===== config.mk =====
export PLATFORM = sky130hd
export DESIGN_NAME = ccse_ocv
export DESIGN_NICKNAME = d
export VERILOG_FILES = /design/src/rtl/core/ccse_pkg.sv /design/src/rtl/core/ccse_ocv.sv
export SDC_FILE = /design/constraint.sdc
export NUM_CORES = 2
export LEC_CHECK = 0
export BUFFER_PORTS_ARGS = -buffer_cell sky130_fd_sc_hd__buf_2
export CAP_MARGIN = 20
export CORE_AREA = 2 2 255 257
export CTS_CLUSTER_SIZE = 12
export DETAILED_ROUTE_END_ITERATION = 8
export DIE_AREA = 0 0 257 259
export GPL_TIMING_DRIVEN = 0
export PLACE_DENSITY = 0.76
export SYNTH_ARGS = -nofsm -noshare
export SYNTH_HDL_FRONTEND = slang
export SYNTH_SLANG_ARGS = --single-unit

===== constraint.sdc =====
create_clock -name clk -period 12.4 [get_ports clk]
set_clock_uncertainty 0.1 [all_clocks]
set_input_delay 1.86 -clock clk [delete_from_list [all_inputs] [get_ports clk]]
set_output_delay 1.86 -clock clk [all_outputs]
set_load 0.05 [all_outputs]

===== src/rtl/core/ccse_pkg.sv =====
`default_nettype none
// ----------------------------------------------------------------------------
// ccse_pkg
// Shared types, codes and constants of the cell charge state estimator:
// phase codes, register indexes, reset values, the per-cell record and
// the segment constants of the voltage-to-charge table.
// ----------------------------------------------------------------------------
package ccse_pkg;

  localparam logic [2:0] PH_INIT    = 3'd0;
  localparam logic [2:0] PH_TRANS   = 3'd1;
  localparam logic [2:0] PH_CHARGE  = 3'd2;
  localparam logic [2:0] PH_DISCHG  = 3'd3;
  localparam logic [2:0] PH_REST    = 3'd4;
  localparam logic [2:0] PH_FULL    = 3'd5;
  localparam logic [2:0] PH_EMPTY   = 3'd6;

  localparam logic [2:0] CFG_ZERO_BAND   = 3'd0;
  localparam logic [2:0] CFG_DONE_CUR    = 3'd1;
  localparam logic [2:0] CFG_VOLT_BAND   = 3'd2;
  localparam logic [2:0] CFG_COUNT_LIMIT = 3'd3;
  localparam logic [2:0] CFG_FULL_VOLT   = 3'd4;
  localparam logic [2:0] CFG_EMPTY_VOLT  = 3'd5;
  localparam logic [2:0] CFG_GAIN        = 3'd6;

  localparam logic [14:0] RST_ZERO_BAND   = 15'd50;
  localparam logic [14:0] RST_DONE_CUR    = 15'd50;
  localparam logic [15:0] RST_VOLT_BAND   = 16'd10;
  localparam logic [15:0] RST_COUNT_LIMIT = 16'd500;
  localparam logic [15:0] RST_FULL_VOLT   = 16'd42000;
  localparam logic [15:0] RST_EMPTY_VOLT  = 16'd25000;
  localparam logic [15:0] RST_GAIN        = 16'd1820;

  localparam logic signed [31:0] Q_HUNDRED = 32'sd6553600;

  typedef struct packed {
    logic [2:0]         phase;
    logic signed [31:0] charge;
    logic signed [31:0] health;
    logic signed [31:0] depth;
    logic [15:0]        prev_volt;
    logic [15:0]        steady_cnt;
  } entry_t;

  // Table segment i runs from SEG_VOLT[i] to SEG_VOLT[i+1]. The division by the
  // segment width is done as a shift, then a reciprocal multiply by 2^31/div.
  localparam logic [15:0] SEG_VOLT [8] = '{16'd0, 16'd25000, 16'd28000, 16'd30000,
                                           16'd33000, 16'd36000, 16'd40000, 16'd42000};
  localparam logic [22:0] SEG_SOC_BASE [8] = '{23'd0, 23'd0, 23'd471859, 23'd760218,
                                               23'd2280653, 23'd4082893, 23'd6553600,
                                               23'd6553600};
  localparam logic [21:0] SEG_SOC_DELTA [8] = '{22'd0, 22'd471859, 22'd288359, 22'd1520435,
                                                22'd1802240, 22'd2470707, 22'd0, 22'd0};
  localparam logic [2:0] SEG_SHIFT [8] = '{3'd3, 3'd3, 3'd4, 3'd3, 3'd3, 3'd5, 3'd4, 3'd3};
  localparam logic [8:0] SEG_DIV [8] = '{9'd375, 9'd375, 9'd125, 9'd375,
                                         9'd375, 9'd125, 9'd125, 9'd375};
  localparam logic [24:0] SEG_RECIP [8] = '{25'd5726623, 25'd5726623, 25'd17179869,
                                            25'd5726623, 25'd5726623, 25'd17179869,
                                            25'd17179869, 25'd5726623};

  function automatic logic [2:0] seg_of(input logic [15:0] volt);
    logic [2:0] s;
    s = 3'd7;
    for (int i = 6; i >= 0; i--) begin
      if (volt <= SEG_VOLT[i + 1]) s = 3'(i);
    end
    return s;
  endfunction

  function automatic logic signed [31:0] sat32(input logic signed [33:0] v);
    logic signed [31:0] r;
    if (v > 34'sd2147483647) r = 32'sh7fffffff;
    else if (v < -34'sd2147483648) r = 32'sh80000000;
    else r = v[31:0];
    return r;
  endfunction

endpackage
`default_nettype wire


===== src/rtl/core/ccse_ocv.sv =====
`default_nettype none
// ----------------------------------------------------------------------------
// ccse_ocv
// Open-circuit voltage to charge lookup. Piecewise-linear interpolation,
// rounded down, in a three-stage pipeline; the result is formed
// combinationally from the registers of the third stage.
// ----------------------------------------------------------------------------
module ccse_ocv (
  input  logic               clk,
  input  logic [15:0]        volt_i,
  output logic signed [31:0] soc_o
);

  logic [2:0]  seg_in;
  logic [15:0] dv;
  logic [2:0]  seg1_r;
  logic [37:0] num1_r;
  logic [30:0] x2;
  logic [2:0]  seg2_r;
  logic [30:0] x2_r;
  logic [55:0] pm2_r;
  logic [24:0] q0;
  logic [2:0]  seg3_r;
  logic [30:0] x3_r;
  logic [24:0] q03_r;
  logic [33:0] qb3_r;
  logic [33:0] rem;
  logic [25:0] quot;

  assign seg_in = ccse_pkg::seg_of(volt_i);
  assign dv     = volt_i - ccse_pkg::SEG_VOLT[seg_in];
  assign x2     = 31'(num1_r >> ccse_pkg::SEG_SHIFT[seg1_r]);
  assign q0     = pm2_r[55:31];

  always_ff @(posedge clk) begin
    seg1_r <= seg_in;
    num1_r <= 38'(dv * ccse_pkg::SEG_SOC_DELTA[seg_in]);
    seg2_r <= seg1_r;
    x2_r   <= x2;
    pm2_r  <= 56'(x2 * ccse_pkg::SEG_RECIP[seg1_r]);
    seg3_r <= seg2_r;
    x3_r   <= x2_r;
    q03_r  <= q0;
    qb3_r  <= 34'(q0 * ccse_pkg::SEG_DIV[seg2_r]);
  end

  // The reciprocal estimate is at most one below the true quotient.
  assign rem   = {3'b000, x3_r} - qb3_r;
  assign quot  = {1'b0, q03_r} + ((rem >= {25'd0, ccse_pkg::SEG_DIV[seg3_r]}) ? 26'd1 : 26'd0);
  assign soc_o = $signed({9'd0, ccse_pkg::SEG_SOC_BASE[seg3_r]}) + $signed({6'd0, quot});

endmodule
`default_nettype wire


-- After elaboration in Yosys (flattened, before gate mapping)
Memories as Yosys holds them, arrays and structs flattened.
Index checks and enable logic that the tools add are counted.
- memories: 7
- output and inout bits: 32
- flip-flop bits (word level): 224
- logic and storage cells: 62
- ROM bits: 856
- memories (name ; words ; bits a word ; read ports ; clocked after memory_dff ; wr ports ; RTL line ; RTL):
    (no name shown) ; 8 ; 25 ; 1 ; 0 ; 0 ; ccse_ocv.sv:40 ; pm2_r <= 56'(x2 * ccse_pkg::SEG_RECIP[seg1_r]);
    (no name shown) ; 8 ; 23 ; 1 ; 0 ; 0 ; ccse_ocv.sv:50 ; assign soc_o = $signed({9'd0, ccse_pkg::SEG_SOC_BASE[seg3_r]}) + $signed({6'd0, quot});
    (no name shown) ; 8 ; 22 ; 1 ; 0 ; 0 ; ccse_ocv.sv:37 ; num1_r <= 38'(dv * ccse_pkg::SEG_SOC_DELTA[seg_in]);
    (no name shown) ; 8 ; 16 ; 1 ; 0 ; 0 ; ccse_ocv.sv:31 ; assign dv = volt_i - ccse_pkg::SEG_VOLT[seg_in];
    (no name shown) ; 8 ; 9 ; 1 ; 0 ; 0 ; ccse_ocv.sv:49 ; assign quot = {1'b0, q03_r} + ((rem >= {25'd0, ccse_pkg::SEG_DIV[seg3_r]}) ? 26'd1 : 26'd0);
    (no name shown) ; 8 ; 9 ; 1 ; 0 ; 0 ; ccse_ocv.sv:44 ; qb3_r <= 34'(q0 * ccse_pkg::SEG_DIV[seg2_r]);
    +1 memories ; - ; - ; - ; - ; - ; - ;
- muxes and demuxes: 22
- $add $sub $neg: 4
- bitwise operators: 4
- multipliers: 3
- magnitude comparators: 12
- shift operators: 1
- operator list (kind ; count):
    $le A16 B16 Y1 const B ; 4
    $mul A31 B25 Y56 ; 1
    $mux W25 ; 2
    $le A16 B15 Y1 const B ; 3
    $mux W23 ; 2
    $mux W22 ; 2
    $mul A16 B22 Y38 ; 1
    $shr A38 B3 Y31 ; 1
    $mux W9 ; 4
    $ge A34 B9 Y1 ; 1
    $mul A25 B9 Y34 ; 1
    $sub A31 B34 Y34 ; 1
    $mux W16 ; 2
    $add A23 B26 Y27 ; 1
    $add A25 B1 Y26 ; 1
    $mux W3 ; 8
    $ge A4 B4 Y1 const B ; 4
    $not A3 Y4 ; 4
    $sub A16 B16 Y16 ; 1
    $mux W1 ; 2

-- Depth between registers and ports, before layout
- word-level depth: 14
- mapped depth: 52

-- Worst setup path after synthesis
No wires, ideal clock.
- path type: input -> register
- from: input port volt_i[2]
- to: register num1_r[35]
- cell stages on the path: 48
- data required time: 12.177 ns
- arrival time: 11.407 ns
- path buffers: 1
- setup time: 0.123 ns
- path slack: 0.770 ns
- cells stage by stage: clkbuf_1 -> nor3_1 -> nand2_1 -> o31ai_1 -> a21oi_1 -> o31ai_1 -> o311ai_1 -> a221oi_1 -> o21ai_1 -> ha_1 -> nor2_1 -> nor2_1 -> ha_1 -> nor2b_1 -> o21ai_1 -> nand2b_1 -> a21o_1 -> nand2_1 -> [12 not listed] -> fa_1 -> inv_1 -> fa_1 -> inv_1 -> fa_1 -> fa_1 -> inv_1 -> ha_1 -> and2_1 -> o21ai_0 -> a31oi_1 -> o21ai_1 -> a21oi_1 -> nand3_1 -> a21boi_1 -> a221oi_1 -> o21ai_1 -> xor2_1
- cells in the longest elaborated chain, start to end: 14
- elaborated cells on any way between the ends: 23
- classes of those cells: add/sub (1); mul (1); order compare (7); mux (11); bitwise (1); memory (2)
- RTL lines (item ; RTL line ; RTL):
    start: declaration ; ccse_ocv.sv:10 ; input logic [15:0] volt_i,
    $le A16 B16 Y1 ; ccse_pkg.sv:65 ; if (volt <= SEG_VOLT[i + 1]) s = 3'(i);
    $mux W1 ; ccse_pkg.sv:65 ;
    $mux W3 (6 in a row) ; ccse_pkg.sv:65 ;
    $not A3 Y4 (implied by the code) ; ccse_ocv.sv:31, ccse_ocv.sv:37 ;
    $mem_v2 Z8 W16 ; - ;
    $mux W16 (implied by the code) (2 in a row) ; ccse_ocv.sv:31 ;
    $sub A16 B16 Y16 ; ccse_ocv.sv:31 ;
    $mul A16 B22 Y38 (*) ; ccse_ocv.sv:37 ;
    end signal: assignment ; ccse_ocv.sv:37 ;
    end: declaration ; ccse_ocv.sv:17 ; logic [37:0] num1_r;
Mark *: on every way between the ends. The rest lies on a longest branch, timed or not. The select of a mux whose other input is x is not followed.

-- Final worst setup path
- from: input port volt_i[1]
- to: register num1_r[34]
- cells in the longest elaborated chain, start to end: 14
- elaborated cells on any way between the ends: 23
- classes of those cells: add/sub (1); mul (1); order compare (7); mux (11); bitwise (1); memory (2)
- RTL lines (item ; RTL line ; RTL):
    $le A16 B16 Y1 ; ccse_pkg.sv:65 ;
    $mux W1 ; ccse_pkg.sv:65 ;
    $mux W3 (5 in a row) ; ccse_pkg.sv:65 ;
    $mux W3 (*) ; ccse_pkg.sv:65 ;
    net seg_in[0] ; ccse_ocv.sv:14 ; logic [2:0] seg_in;
    $not A3 Y4 (implied by the code) (*) ; ccse_ocv.sv:31, ccse_ocv.sv:37 ;
    $mem_v2 Z8 W16 ; - ;
    $mux W16 (implied by the code) (2 in a row) ; ccse_ocv.sv:31 ;
    $sub A16 B16 Y16 ; ccse_ocv.sv:31 ;
    $mul A16 B22 Y38 (*) ; ccse_ocv.sv:37 ;
The timed path passes the listed nets; every way through them passes the cells marked *. The select of a mux whose other input is x is not followed.

==> impl_metrics.env <==
export IMPL_status="finished clean"
export IMPL_vias_per_cell=5.38
export IMPL_fmax_ghz=0.0836
export IMPL_ys_ff_latch=188
export IMPL_yosysWarningCount=0
export IMPL_die_h_um=259
export IMPL_setup_worst_path_end_class="register"
export IMPL_startpoint_type="primary input"
export IMPL_final_cell_mix="inv_1 (1117), fa_1 (735), ha_1 (595), nand2_1 (197), dfxtp_1 (188)"
export IMPL_setup_viol=0
export IMPL_via_count=26296
export IMPL_clk_pin_slew_ns=0.07
export IMPL_synth_main_ff_cell="dfxtp_1"
export IMPL_ys_seq_area_frac=0.0991
export IMPL_min_path_type="register to register"
export IMPL_critPathKind="primary input to register"
export IMPL_grt_pass1_wl_um=148000
export IMPL_fillCellCount=5247
export IMPL_cts_tree="built"
export IMPL_finalCritPeriodShare=0.965
export IMPL_fin_ws_ns=0.439
export IMPL_die_x_um=257
export IMPL_gp_congestion=0.951
export IMPL_hold_viol_final=0
export IMPL_max_stage_delay_ns=0.56
export IMPL_netlist_area_um2=38000
export IMPL_htreeDepth=4
export IMPL_grt_antenna_before_repair=0
export IMPL_final_common_cell="inv_1"
export IMPL_pre_cts_ws_ns=-1.26
export IMPL_crit_slowest_cell="fa_1"
export IMPL_grt_overflow_total=0
export IMPL_placementRows=93
export IMPL_synth_edf_count=0
export IMPL_place_hpwl_um=81500
export IMPL_async_reset_ff_frac=0
export IMPL_ios=49
export IMPL_maxCapViolations=0
export IMPL_dr_pass1_iters=5
export IMPL_worst_pin_slew_ns=1.19
export IMPL_syn_to_final_growth_pct=5.94
export IMPL_grt_pass1_vias=28769
export IMPL_clock_sinks=188
export IMPL_insertion_delay_ns=0.49
export IMPL_finalMaxSlewViolations=0
export IMPL_grt_usage=0.290
export IMPL_diodes=0
export IMPL_crit_required_ns=12.66
export IMPL_cp_max_fo=10
export IMPL_cts_buffers=17
export IMPL_finalWirelength_um=92300
export IMPL_drtIter0Drc=1563
export IMPL_crit_buf_inv=8
export IMPL_period_minus_slack_ns=11.96
export IMPL_synth_cell_types=79
export IMPL_synthCells=3927
export IMPL_grt_max_degree=20
export IMPL_holdWs_ns=0.228
export IMPL_syn_area_per_cell_um2=9.67
export IMPL_drive_gt1_frac=0.0459
export IMPL_cp_data_arrival_time_ns=12.22
export IMPL_clockBufferDepth=2
export IMPL_drc=0
export IMPL_path_delay_family="adder cells"
export IMPL_ctsRootBufferMaster="clkbuf_16"
export IMPL_wl_per_cell_um=18.9
export IMPL_slew_headroom=0.185
export IMPL_portBuffers=37
export IMPL_ant_nets=0
export IMPL_cts_hold_buf=0
export IMPL_start_util=0.595
export IMPL_core_um2=63900
export IMPL_dieArea_um2=66600
export IMPL_layout_nets=5369
cells in the mapped netlist, types with 32 or more instances:
cell      number  area (µm²)
inv_1       1118        4200
fa_1         736       14700
ha_1         599        7490
nand2_1      200         751
dfxtp_1      188        3760
nor2_1       148         556
a21oi_1      132         661
xnor2_1       83         727
a21o_1        66         495
and2_1        64         400
mux2i_1       54         541
o21ai_0       54         270
xor2_1        47         412
clkbuf_1      36         135
nand2b_1      36         225
nor2b_1       32         200
timing repair:
action / CTS / global route
pin swaps: 2 / 9
setup buffers: 2 / 9
setup endpoints to repair: 11 / 13
gates resized for setup: 11 / 28
state kept, by name, indices dropped and copies added (netlist names):
signal  count
q03_r      24
x2_r       30
seg2_r      3
num1_r     34
x3_r       31
qb3_r      34
pm2_r      26
seg1_r      3
seg3_r      3
path summary, 6_finish.rpt:
path	depth (start not counted)	slack [ns]	from	end
worst max-delay path	46	0.44	volt_i[1]	num1_r[34]$_DFF_P_
worst min-delay path	0	0.23	x2_r[15]$_DFF_P_	x3_r[15]$_DFF_P_
worst max register to register	33	0.82	seg1_r[1]$_DFF_P_	pm2_r[52]$_DFF_P_
worst min register to register	0	0.23	x2_r[15]$_DFF_P_	x3_r[15]$_DFF_P_
per-layer routing:
layer	vias to the layer above	share of wire	global-route usage
li1	12230	-	-
met1	12910	0.39	0.343
met2	858	0.50	0.511
met3	298	0.058	0.0449
met4	0	0.055	0.149
met5	-	0	0
stage by stage:
stage | instance area, µm² | instances | TNS, ns | utilization
after global placement | 39300 | 4824 | -9.23 | 0.615
final | 40200 | 4885 | 0 | 0.630
after detailed placement | 39400 | 4837 | -11.02 | 0.616
after global routing | 40200 | 4885 | -0.104 | 0.630
after CTS | 40000 | 4870 | 0 | 0.626
after floorplan | 38000 | 3932 | 0 | -
layout make-up:
class / count / area (µm²) / share of cell area
tap: 855 / 1070 / 0.0266
buffer: 47 / 203 / 0.00504
timing repair buffer: 68 / 423 / 0.0105
clock buffer: 18 / 429 / 0.0107
multi-input combinational: 2574 / 30000 / 0.745
inverter: 1121 / 4210 / 0.105
clock inverter: 14 / 169 / 0.00420
sequential: 188 / 3760 / 0.0935
logic make-up after synthesis:
| logic type | Yosys count | share of synthesized area |
|---|---|---|
| and+or+nand+nor | 609 | 0.0772 |
| AOI/OAI and AO/OA | 415 | 0.0701 |
| DFF | 188 | 0.0991 |
| buffers and inverters | 1170 | 0.116 |
| other | 1 | 0.0000987 |
| muxes | 79 | 0.0222 |
| xor gates and xnor gates | 130 | 0.0300 |
| adders and majority gates | 1335 | 0.585 |
Power is left out: the tool's default activity adds up to more than one toggle a clock period on the data nets, which glitch-free logic cannot reach.
